===== src/sv/omd_pkg.sv =====
// ----------------------------------------------------------------------------
// omd_pkg
// shared types, constants and row functions of the obstacle map dilation block
// ----------------------------------------------------------------------------
package omd_pkg;

    localparam int RADIUS     = 2;
    localparam int MAX_WIDTH  = 64;
    localparam int MAX_HEIGHT = 1024;

    localparam int SPAN    = 2 * RADIUS;
    localparam int NUM_RES = RADIUS + 1;
    localparam int ROW_W   = $clog2(MAX_HEIGHT);
    localparam int CFG_W   = 7;
    localparam int CNT_W   = $clog2(NUM_RES + 1);

    // result queue
    localparam int QDEPTH = NUM_RES + 1;
    localparam int QCNT_W = $clog2(QDEPTH + 1);

    // state memory: one live entry holds the whole row window
    localparam int STATE_DEPTH = 2;
    localparam int STATE_AW    = $clog2(STATE_DEPTH);
    localparam logic [STATE_AW-1:0] STATE_ADDR = '0;

    typedef struct packed {
        logic [MAX_WIDTH-1:0] row_blocked;
        logic                 last_row;
    } in_item_t;

    typedef struct packed {
        logic [ROW_W-1:0]     row_index;
        logic [MAX_WIDTH-1:0] walkable_row;
        logic                 map_done;
    } out_item_t;

    typedef struct packed {
        logic [SPAN-1:0][MAX_WIDTH-1:0] hist;
        logic [ROW_W-1:0]               rows_seen;
    } state_t;

    localparam int STATE_W = $bits(state_t);

    typedef struct packed {
        logic [CNT_W-1:0]              count;
        out_item_t [NUM_RES-1:0]       items;
    } bundle_t;

    // cells in use; widths above the row size act as the full row
    function automatic logic [MAX_WIDTH-1:0] width_mask(input logic [CFG_W-1:0] w);
        logic [MAX_WIDTH-1:0] m;
        m = '0;
        for (int c = 0; c < MAX_WIDTH; c++) begin
            m[c] = (CFG_W'(c) < w);
        end
        return m;
    endfunction

    // horizontal part of the window, then invert to walkable
    function automatic logic [MAX_WIDTH-1:0] walkable(input logic [MAX_WIDTH-1:0] r,
                                                      input logic [MAX_WIDTH-1:0] m);
        logic [MAX_WIDTH-1:0] d;
        d = r;
        for (int s = 1; s <= RADIUS; s++) begin
            d = d | (r << s) | (r >> s);
        end
        return ~d & m;
    endfunction

endpackage


===== src/sv/obstacle_map_dilation.sv =====
// ----------------------------------------------------------------------------
// obstacle_map_dilation
// inflates grid map obstacles with a 5x5 square binary dilation, row by row
// ----------------------------------------------------------------------------
// One map row enters per transfer as a 64-bit vector of blocked cells; after
// row i the block sends the walkable vector of row i-2, and the row flagged
// last also flushes the two pending rows (the final one carries map_done),
// after which a new map starts at row 0. The window of the last four rows and
// the row counter live in one word of a synchronous ram that is read every
// cycle and rewritten on every row; a forwarding register covers the word
// just written. Rows are taken one per cycle as long as results drain: the
// results that a row releases pass through the input register and the
// result queue registers before they reach m_valid. A last row pushes up to
// three results into a four-entry result queue, and new rows wait until that
// queue is down to one entry, so a last row can hold the input while it
// drains; this queue with its single output port sets the rate. No clearing
// pass is needed after reset. map_width may only be written while idle.
// ----------------------------------------------------------------------------
module obstacle_map_dilation (
    input  logic                          aclk,
    input  logic                          aresetn,
    // configuration: map width
    input  logic                          cfg_wr_en,
    input  logic [omd_pkg::CFG_W-1:0]     cfg_wr_data,
    // row input
    input  logic                          s_valid,
    output logic                          s_ready,
    input  omd_pkg::in_item_t             s_data,
    // result output
    output logic                          m_valid,
    input  logic                          m_ready,
    output omd_pkg::out_item_t            m_data
);

    // cells in use per row, full row after reset
    logic [omd_pkg::CFG_W-1:0]     map_width_reg;
    logic [omd_pkg::MAX_WIDTH-1:0] mask;

    // group of results from one row and the queue's go-ahead
    omd_pkg::bundle_t              bundle;
    logic                          room;

    always_ff @(posedge aclk) begin
        if (!aresetn) begin
            map_width_reg <= omd_pkg::CFG_W'(omd_pkg::MAX_WIDTH);
        end else if (cfg_wr_en) begin
            map_width_reg <= cfg_wr_data;
        end
    end

    // bits at or above the width are dropped on entry and zeroed on output
    assign mask = omd_pkg::width_mask(map_width_reg);

    // window update in ram, result computation and packing
    omd_window u_window (
        .aclk    (aclk),
        .aresetn (aresetn),
        .s_valid (s_valid),
        .s_ready (s_ready),
        .s_data  (s_data),
        .mask    (mask),
        .room    (room),
        .bundle  (bundle)
    );

    // result queue, one result per output transfer
    omd_emit u_emit (
        .aclk    (aclk),
        .aresetn (aresetn),
        .bundle  (bundle),
        .room    (room),
        .m_valid (m_valid),
        .m_ready (m_ready),
        .m_data  (m_data)
    );

endmodule


===== src/sv/omd_ram.sv =====
// ----------------------------------------------------------------------------
// omd_ram
// generic single-clock ram, one write port, one registered read port
// ----------------------------------------------------------------------------
module omd_ram #(
    parameter int WIDTH = 8,
    parameter int DEPTH = 2
) (
    input  logic                     aclk,
    input  logic                     wr_en,
    input  logic [$clog2(DEPTH)-1:0] wr_addr,
    input  logic [WIDTH-1:0]         wr_data,
    input  logic                     rd_en,
    input  logic [$clog2(DEPTH)-1:0] rd_addr,
    output logic [WIDTH-1:0]         rd_data
);

    logic [WIDTH-1:0] mem [DEPTH];
    logic [WIDTH-1:0] rd_data_reg;

    always_ff @(posedge aclk) begin
        if (wr_en) begin
            mem[wr_addr] <= wr_data;
        end
        if (rd_en) begin
            rd_data_reg <= mem[rd_addr];
        end
    end

    assign rd_data = rd_data_reg;

endmodule


===== src/sv/omd_window.sv =====
// ----------------------------------------------------------------------------
// omd_window
// row window held in ram: read, update with the new row, write back
// ----------------------------------------------------------------------------
module omd_window (
    input  logic                            aclk,
    input  logic                            aresetn,
    input  logic                            s_valid,
    output logic                            s_ready,
    input  omd_pkg::in_item_t               s_data,
    input  logic [omd_pkg::MAX_WIDTH-1:0]   mask,
    input  logic                            room,
    output omd_pkg::bundle_t                bundle
);

    logic                             s1_valid_reg;
    logic [omd_pkg::MAX_WIDTH-1:0]    s1_row_reg;
    logic                             s1_last_reg;
    logic                             fire;

    logic                             init_reg;
    logic                             fwd_sel_reg;
    omd_pkg::state_t                  fwd_reg;
    logic [omd_pkg::STATE_W-1:0]      ram_rdata;
    omd_pkg::state_t                  cur_state;
    omd_pkg::state_t                  state_next;

    logic [omd_pkg::MAX_WIDTH-1:0]    win [omd_pkg::SPAN+1];
    logic [omd_pkg::MAX_WIDTH-1:0]    acc [omd_pkg::NUM_RES];
    omd_pkg::out_item_t               raw [omd_pkg::NUM_RES];
    logic [omd_pkg::NUM_RES-1:0]      raw_valid;
    logic [omd_pkg::CNT_W-1:0]        cnt;
    logic [omd_pkg::CNT_W-1:0]        first;

    assign fire    = s1_valid_reg && room;
    assign s_ready = !s1_valid_reg || fire;

    always_ff @(posedge aclk) begin
        if (!aresetn) begin
            s1_valid_reg <= 1'b0;
            init_reg     <= 1'b0;
            fwd_sel_reg  <= 1'b0;
        end else begin
            if (s_ready) begin
                s1_valid_reg <= s_valid;
            end
            if (fire) begin
                init_reg <= 1'b1;
            end
            fwd_sel_reg <= fire;
        end
        if (s_valid && s_ready) begin
            s1_row_reg  <= s_data.row_blocked;
            s1_last_reg <= s_data.last_row;
        end
        if (fire) begin
            fwd_reg <= state_next;
        end
    end

    omd_ram #(
        .WIDTH (omd_pkg::STATE_W),
        .DEPTH (omd_pkg::STATE_DEPTH)
    ) u_state_ram (
        .aclk    (aclk),
        .wr_en   (fire),
        .wr_addr (omd_pkg::STATE_ADDR),
        .wr_data (state_next),
        .rd_en   (1'b1),
        .rd_addr (omd_pkg::STATE_ADDR),
        .rd_data (ram_rdata)
    );

    // the read issued alongside a write returns the old word, so forward it
    always_comb begin
        if (!init_reg) begin
            cur_state = '0;
        end else if (fwd_sel_reg) begin
            cur_state = fwd_reg;
        end else begin
            cur_state = omd_pkg::state_t'(ram_rdata);
        end
    end

    always_comb begin
        win[0] = s1_row_reg & mask;
        for (int k = 0; k < omd_pkg::SPAN; k++) begin
            win[k+1] = cur_state.hist[k] & mask;
        end

        for (int k = 0; k < omd_pkg::NUM_RES; k++) begin
            acc[k] = '0;
            for (int j = 0; j <= omd_pkg::SPAN - k; j++) begin
                acc[k] = acc[k] | win[j];
            end
            raw[k].row_index    = cur_state.rows_seen + omd_pkg::ROW_W'(k)
                                  - omd_pkg::ROW_W'(omd_pkg::RADIUS);
            raw[k].walkable_row = omd_pkg::walkable(acc[k], mask);
            raw[k].map_done     = (k == omd_pkg::RADIUS);
            if (k == 0) begin
                raw_valid[k] = ((omd_pkg::ROW_W+1)'(cur_state.rows_seen)
                                >= (omd_pkg::ROW_W+1)'(omd_pkg::RADIUS));
            end else begin
                raw_valid[k] = s1_last_reg
                               && (((omd_pkg::ROW_W+1)'(cur_state.rows_seen)
                                    + (omd_pkg::ROW_W+1)'(k))
                                   >= (omd_pkg::ROW_W+1)'(omd_pkg::RADIUS));
            end
        end

        // valid items form a suffix on the last row, so pack from the first one
        cnt   = omd_pkg::CNT_W'($countones(raw_valid));
        first = omd_pkg::CNT_W'(omd_pkg::NUM_RES) - cnt;
        bundle.count = fire ? cnt : '0;
        for (int j = 0; j < omd_pkg::NUM_RES; j++) begin
            bundle.items[j] = '0;
            if (!s1_last_reg) begin
                if (j == 0) begin
                    bundle.items[j] = raw[0];
                end
            end else begin
                for (int k = 0; k < omd_pkg::NUM_RES; k++) begin
                    if (omd_pkg::CNT_W'(k) == first + omd_pkg::CNT_W'(j)) begin
                        bundle.items[j] = raw[k];
                    end
                end
            end
        end

        if (s1_last_reg) begin
            state_next = '0;
        end else begin
            state_next.hist[0] = win[0];
            for (int k = 1; k < omd_pkg::SPAN; k++) begin
                state_next.hist[k] = cur_state.hist[k-1];
            end
            if (cur_state.rows_seen < omd_pkg::ROW_W'(omd_pkg::MAX_HEIGHT - 1)) begin
                state_next.rows_seen = cur_state.rows_seen + 1'b1;
            end else begin
                state_next.rows_seen = cur_state.rows_seen;
            end
        end
    end

    a_last_clears: assert property (@(posedge aclk) disable iff (!aresetn)
        fire && s1_last_reg |=> cur_state.rows_seen == '0)
        else $error("window not cleared after last row");

    a_fwd_row: assert property (@(posedge aclk) disable iff (!aresetn)
        fire && !s1_last_reg |=> cur_state.hist[0] == $past(s1_row_reg & mask))
        else $error("new row not seen by the following item");

endmodule


===== src/sv/omd_emit.sv =====
// ----------------------------------------------------------------------------
// omd_emit
// result queue: takes a packed group of results, sends one per transfer
// ----------------------------------------------------------------------------
module omd_emit (
    input  logic                 aclk,
    input  logic                 aresetn,
    input  omd_pkg::bundle_t     bundle,
    output logic                 room,
    output logic                 m_valid,
    input  logic                 m_ready,
    output omd_pkg::out_item_t   m_data
);

    omd_pkg::out_item_t            slot_reg  [omd_pkg::QDEPTH];
    omd_pkg::out_item_t            slot_next [omd_pkg::QDEPTH];
    logic [omd_pkg::QCNT_W-1:0]    count_reg;
    logic [omd_pkg::QCNT_W-1:0]    count_next;
    logic [omd_pkg::QCNT_W-1:0]    cnt_after;
    logic [omd_pkg::QCNT_W-1:0]    push_cnt;
    logic                          pop;

    assign room     = (count_reg <= omd_pkg::QCNT_W'(1));
    assign m_valid  = (count_reg != '0);
    assign m_data   = slot_reg[0];
    assign pop      = m_valid && m_ready;
    assign push_cnt = omd_pkg::QCNT_W'(bundle.count);

    always_comb begin
        cnt_after  = count_reg - omd_pkg::QCNT_W'(pop);
        count_next = cnt_after + push_cnt;
        for (int p = 0; p < omd_pkg::QDEPTH; p++) begin
            slot_next[p] = slot_reg[p];
            if (omd_pkg::QCNT_W'(p) < cnt_after) begin
                if (pop) begin
                    slot_next[p] = slot_reg[(p + 1 < omd_pkg::QDEPTH) ? p + 1 : p];
                end
            end else begin
                for (int j = 0; j < omd_pkg::NUM_RES; j++) begin
                    if (omd_pkg::QCNT_W'(j) < push_cnt
                        && omd_pkg::QCNT_W'(p) == cnt_after + omd_pkg::QCNT_W'(j)) begin
                        slot_next[p] = bundle.items[j];
                    end
                end
            end
        end
    end

    always_ff @(posedge aclk) begin
        if (!aresetn) begin
            count_reg <= '0;
        end else begin
            count_reg <= count_next;
        end
        for (int p = 0; p < omd_pkg::QDEPTH; p++) begin
            slot_reg[p] <= slot_next[p];
        end
    end

    a_count_bound: assert property (@(posedge aclk) disable iff (!aresetn)
        count_reg <= omd_pkg::QCNT_W'(omd_pkg::QDEPTH))
        else $error("result queue overfilled");

    a_push_room: assert property (@(posedge aclk) disable iff (!aresetn)
        push_cnt != '0 |-> room)
        else $error("results pushed without room");

    a_pop_only: assert property (@(posedge aclk) disable iff (!aresetn)
        pop && push_cnt == '0 |=> count_reg == $past(count_reg) - 1'b1)
        else $error("queue count lost a transfer");

endmodule


===== config.mk =====
export PLATFORM = sky130hd
export DESIGN_NAME = obstacle_map_dilation
export DESIGN_NICKNAME = d
export VERILOG_FILES = /design/src/sv/omd_pkg.sv /design/src/sv/obstacle_map_dilation.sv /design/src/sv/omd_ram.sv /design/src/sv/omd_window.sv /design/src/sv/omd_emit.sv
export SDC_FILE = /design/constraint.sdc
export NUM_CORES = 2
export LEC_CHECK = 0
export BUFFER_PORTS_ARGS = -buffer_cell sky130_fd_sc_hd__buf_2
export CAP_MARGIN = 15
export CORE_MARGIN = 10
export CORE_UTILIZATION = 40
export CTS_BUF_LIST = sky130_fd_sc_hd__clkbuf_2 sky130_fd_sc_hd__clkbuf_4 sky130_fd_sc_hd__clkbuf_8
export DETAILED_ROUTE_END_ITERATION = 10
export PLACE_DENSITY = 0.66
export SETUP_SLACK_MARGIN = 0.5
export SLEW_MARGIN = 20
export SYNTH_ARGS = -nofsm -noshare
export SYNTH_HDL_FRONTEND = slang
export SYNTH_SLANG_ARGS = --single-unit

===== constraint.sdc =====
create_clock -name aclk -period 37.8 [get_ports aclk]
set_input_delay 3.78 -clock aclk [delete_from_list [all_inputs] [get_ports aclk]]
set_output_delay 3.78 -clock aclk [all_outputs]
set_load 0.01 [all_outputs]

# Word-level counts from Yosys, hierarchy flattened
# Memory sizes are Yosys's and may differ from the RTL's. A register that Yosys moved wholly into a read port is not among the register bits.
# Cells that the tools add are included.
# word_totals
word_cells	212
mem_count	2
regBits	344
in_bits	77
ramBits	832
# memory_table
memory	words	width	rd	rd_clocked_by_memory_dff	write_ports	line_no	source
u_window.u_state_ram.mem	2	266	1	1	1	omd_ram.sv:18	logic [WIDTH-1:0] mem [DEPTH];
u_emit.slot_reg	4	75	4	0	4	omd_emit.sv:15	omd_pkg::out_item_t slot_reg [omd_pkg::QDEPTH];
# classes
mux	38
magnitude_cmp	76
n_reduce_logical	26
n_addsub	16
bitwise_logic	27
n_eq_ne	15
# ops
op	n
$mux W75	31
$mux W266	3
$or A64 B64 Y64	10
$and A64 B64 Y64	8
$lt A6 B7 Y1 const A	32
$not A64 Y64	3
$or A64 B62 Y64	3
$or A64 B63 Y64	3
$lt A5 B7 Y1 const A	16
$lt A4 B7 Y1 const A	8
$sub A10 B2 Y10 const B	3
$lt A3 B7 Y1 const A	4
$ge A11 B2 Y1 const B	2
$eq A2 B3 Y1 const A	6
$logic_and A1 B1 Y1	17
$lt A1 B7 Y1 const A	2
$lt A2 B7 Y1 const A	2
$add A10 B1 Y11 const B	1
$add A10 B2 Y11 const B	1
$add A10 B1 Y10 const B	1
$add A10 B2 Y10 const B	1
$ge A10 B2 Y1 const B	1
$lt A10 B10 Y1 const B	1
$mux W10	1
24 further kinds	38

# Longest topological paths before layout
# logic_depth
depth_word	21
depth_mapped	30
mapped_depth_nobuf	22

# Modules after synthesis
# From an unflattened synthesis, not the netlist that was laid out.
# unflattened
hier_cells	5403
area_unflattened_um2	71239.6
# modules_own_cells
module	area_per_inst_um2	cells_per_inst	instances	seq_area_each_um2
omd_ram	28242.1	1096	1	23963.0
omd_window	25400.6	2794	1	9999.6
omd_emit	16754.8	1382	1	9068.7
obstacle_map_dilation	842.1	131	1	140.1

# Worst setup path after synthesis
# No wires, ideal clock.
# synth_timing
path_type	register to register
start	register u_emit.count_reg[2] (netlist name)
end	memory u_emit.slot_reg[2][0] in the netlist's numbering (enable)
setup_time_ns	0.553
synth_period_minus_slack_ns	14.300
path_slack_ns	23.500
t_arrival_ns	13.747
path_stages_with_launch	8
cell_sequence	dfxtp_1 -> or3b_2 -> inv_1 -> clkbuf_1 -> and4_1 -> clkbuf_1 -> nor2_1 -> a31oi_1
# synth_lines
element	line_no
end: declaration	omd_emit.sv:15

==> run_results.csv <==
group,metric,value,unit
run_status,status,"complete, no violations",
synthesis,ys_top_cells_by_area,"edfxtp_1, dfxtp_1, nor2_1",
finish,nNetsFinal,5169,
sta,rsz0062_at_grt,"false",
clock_tree,cts-root-buf,"clkbuf_8",
clock_tree,cts_tree,"done",
setup_path,crit_path_end_kind,"flip-flop",
clock_tree,worstSkewPairLatency,950,ps
floorplanning,io_pins,154,
routing,drt_iter0_markers,6980,
clock_tree,cts_hold_buf,0,
synthesis,ys_ff_latch,910,
clock_tree,clkTransAtPathRegs,70,ps
flow_run,drv_cap,0,
placed_design,gp_congestion,1.07,
placed_design,port_buffers,153,
setup_path,cp_slowest_cell,"buf_4",
power_and_ir_drop,worst_ir_drop_vdd,124,µV
finish,final_util,45.2,%
setup_path,crit_arrival,9570,ps
floorplanning,coreArea,122000,µm²
setup_path,critical_path_class,"reg2reg",
sta,finalSetupViolCount,0,
setup_path,cp-startpoint,"u_window.fwd_sel_reg",
setup_path,cp_max_fo,54,
clock_tree,h-tree-depth,4,
clock_tree,cts_resized,0,
routing,ant_nets,0,
sta,fin_crit_sh,23.9,%
clock_tree,cts_buffers,158,
global_routing,grt_pass1_wl,324000,µm
sta,holdWs,332,ps
setup_path,crit_top_cell,"buf_4",
placed_design,dp.cells,6537,
finish,layout_common_cells,"nor2_1, edfxtp_1, nand2_1, a21oi_1, dfxtp_1",
clock_tree,post-cts-setup-buffers,0,
sta,hold_viol_final,0,
setup_path,slowest_delay,830,ps
hold_path,hold_path_class,"reg2reg",
routing,drt_pass1_iterations,9,
finish,final_common_cell,"nor2_1",
power_and_ir_drop,power.total,5.12,mW
synthesis,synth_flop_cell,"edfxtp_1",
routing,drc,0,
synthesis,synth_top_area_cell,"edfxtp_1",
finish,drive_gt1_share,16.3,%
routing,vias,46950,
synthesis,yosys_warnings,0,
floorplanning,row_count,128,
power_and_ir_drop,powerDensity,93.1,nW/µm²
synthesis,netlist-cell-type-count,113,
sta,maxSlewViolCount,0,
clock_tree,ctsLongestPathBuffers,3,
finish,nFillCells,11555,
floorplanning,initial_utilization,40.2,%
setup_path,critPathBufInv,6,
setup_path,path_cells,"buf_4 > buf_4 > mux2_2 > nand2_1 > inv_1 > ha_1 > nand2_1 > nor2_1 > xnor2_1 > o22ai_1 > nand3_1 > o21ai_0 > fa_4 > nor2_4 > and2_1 > nand3_1 > buf_4 > nand2_1 > buf_4 > a21oi_1 > a21oi_4 > buf_4",
floorplanning,fp.dieW,370,µm
setup_path,cp-start-kind,"flip-flop",
placed_design,dp_slack,28860,ps
synthesis,synth-async-reset-ratio,0,%
setup_path,required,38320,ps
sta,setup_slack,28750,ps
power_and_ir_drop,p_leak,19.1,nW
finish,largest_reg_flops,300,
setup_path,crit_family,"buffers and inverters",
routing,wl,230000,µm
global_routing,grt_start_max_net_pins,119,
synthesis,synth_edf_count,631,
floorplanning,die_area,137000,µm²
synthesis,synth_nets,5080,
routing,vias_per_cell,6.87,
hold_path,min-delay-start,"u_window.fwd_reg[98]",
global_routing,grt_overflow,0,
sta,fin_crit,9050,ps
setup_path,rr_startpoint,"u_window.fwd_sel_reg",
finish,final-instance-count-excl-fill,6839,
global_routing,antenna_found_initial,14,
synthesis,syn_area,48900,µm²
finish,design_area,55000,µm²
floorplanning,fp.dieH,370,µm
sta,max_slew_margin,8.63,%
clock_tree,cts.sinks,910,
sta,finalSetupTns,0,ps
finish,synthToLayoutAreaGrowth,12.5,%
global_routing,grt_usage,32.3,%
sta,max_freq,110,MHz
routing,wl_per_cell,33.7,µm
sta,skew,66.3,ps
placed_design,placed_cell_area,51400,µm²
synthesis,synth_top_area_share,38.8,%
synthesis,ys_seq_area_share,50.2,%
placed_design,dp_hpwl,157000,µm
synthesis,syn_area_per_cell,9.80,µm²
synthesis,syn_inst,4989,
sta,worstMarginPinSlew,1360,ps
global_routing,grt_pass1_vias,44828,
worst paths after layout:
path | end | slack [ps] | depth (start not counted)
setup / recovery | u_emit.slot_reg[1][65] | 28750 | 22
setup reg to reg | u_emit.slot_reg[1][65] | 28750 | 22
hold / removal | u_window.u_state_ram.rd_data[98] | 330 | 0
hold reg to reg | u_window.u_state_ram.rd_data[98] | 330 | 0
power breakdown:
part	internal (mW)	total [mW]	switching (mW)
Combinational	0.603	2.47	1.86
Sequential	1.54	1.66	0.115
Clock	0.545	0.994	0.449
Total	2.69	5.12	2.43
synthesized netlist by cell type, drive strengths merged, types with 14 or more instances:
cell type  number
nor2          682
edfxtp        631
nand2         410
a21oi         303
dfxtp         279
clkbuf        262
o21ai         251
mux2i         191
nor3          181
o22ai         120
a22oi         108
nand3         105
buf           103
mux2           91
and3           74
nor4           71
a31oi          66
inv            62
a221oi         60
o221ai         58
a211oi         50
o211ai         48
a21o           47
nand4          44
o21a           36
or3            35
o221a          34
or2            34
and2           33
or4            32
nor4b          29
o22a           29
a221o          27
nand2b         26
xnor2          24
o2bb2ai        23
a211o          22
nor3b          21
o31ai          21
a22o           19
a32oi          19
a2111oi        17
o32ai          14
logic make-up after synthesis:
logic type / Yosys count / synth area share, %
and+or+nand+nor: 1848 / 18.1
AOI/OAI and AO/OA: 1478 / 21.1
DFF: 910 / 50.2
buffers and inverters: 430 / 3.68
muxes: 282 / 6.04
xor gates and xnor gates: 27 / 0.512
adders and majority gates: 14 / 0.389
final cells by class:
class	instances	area, µm²	area share, %
sequential	910	24500	44.7
multi-input combinational	3649	22800	41.5
clock buffer	243	2940	5.34
tap	1625	2030	3.70
timing repair buffer	294	1840	3.35
clock inverter	44	500	0.911
inverter	65	254	0.462
antenna	9	22.5	0.0410
worst reg2reg max path, cell delays in order (launching register included):
cell and delay (ps):
dfxtp_4 640, buf_4 520, buf_4 700, mux2_2 360
nand2_1 150, inv_1 180, ha_1 250, nand2_1 90
nor2_1 330, xnor2_1 120, o22ai_1 320, nand3_1 180
o21ai_0 340, fa_4 790, nor2_4 480, and2_1 350
nand3_1 120, buf_4 310, nand2_1 180, buf_4 420
a21oi_1 170, a21oi_4 740, buf_4 850
per-layer routing:
| metal | GRT usage [%] | vias up | routed length [µm] |
|---|---|---|---|
| met2 | 48.0 | 3863 | 98000 |
| met5 | 0.392 | - | 98 |
| met3 | 9.35 | 1012 | 27800 |
| li1 | - | 19391 | - |
| met1 | 39.3 | 22676 | 83300 |
| met4 | 24.3 | 8 | 20900 |
Power figures use the tool's default switching activity.
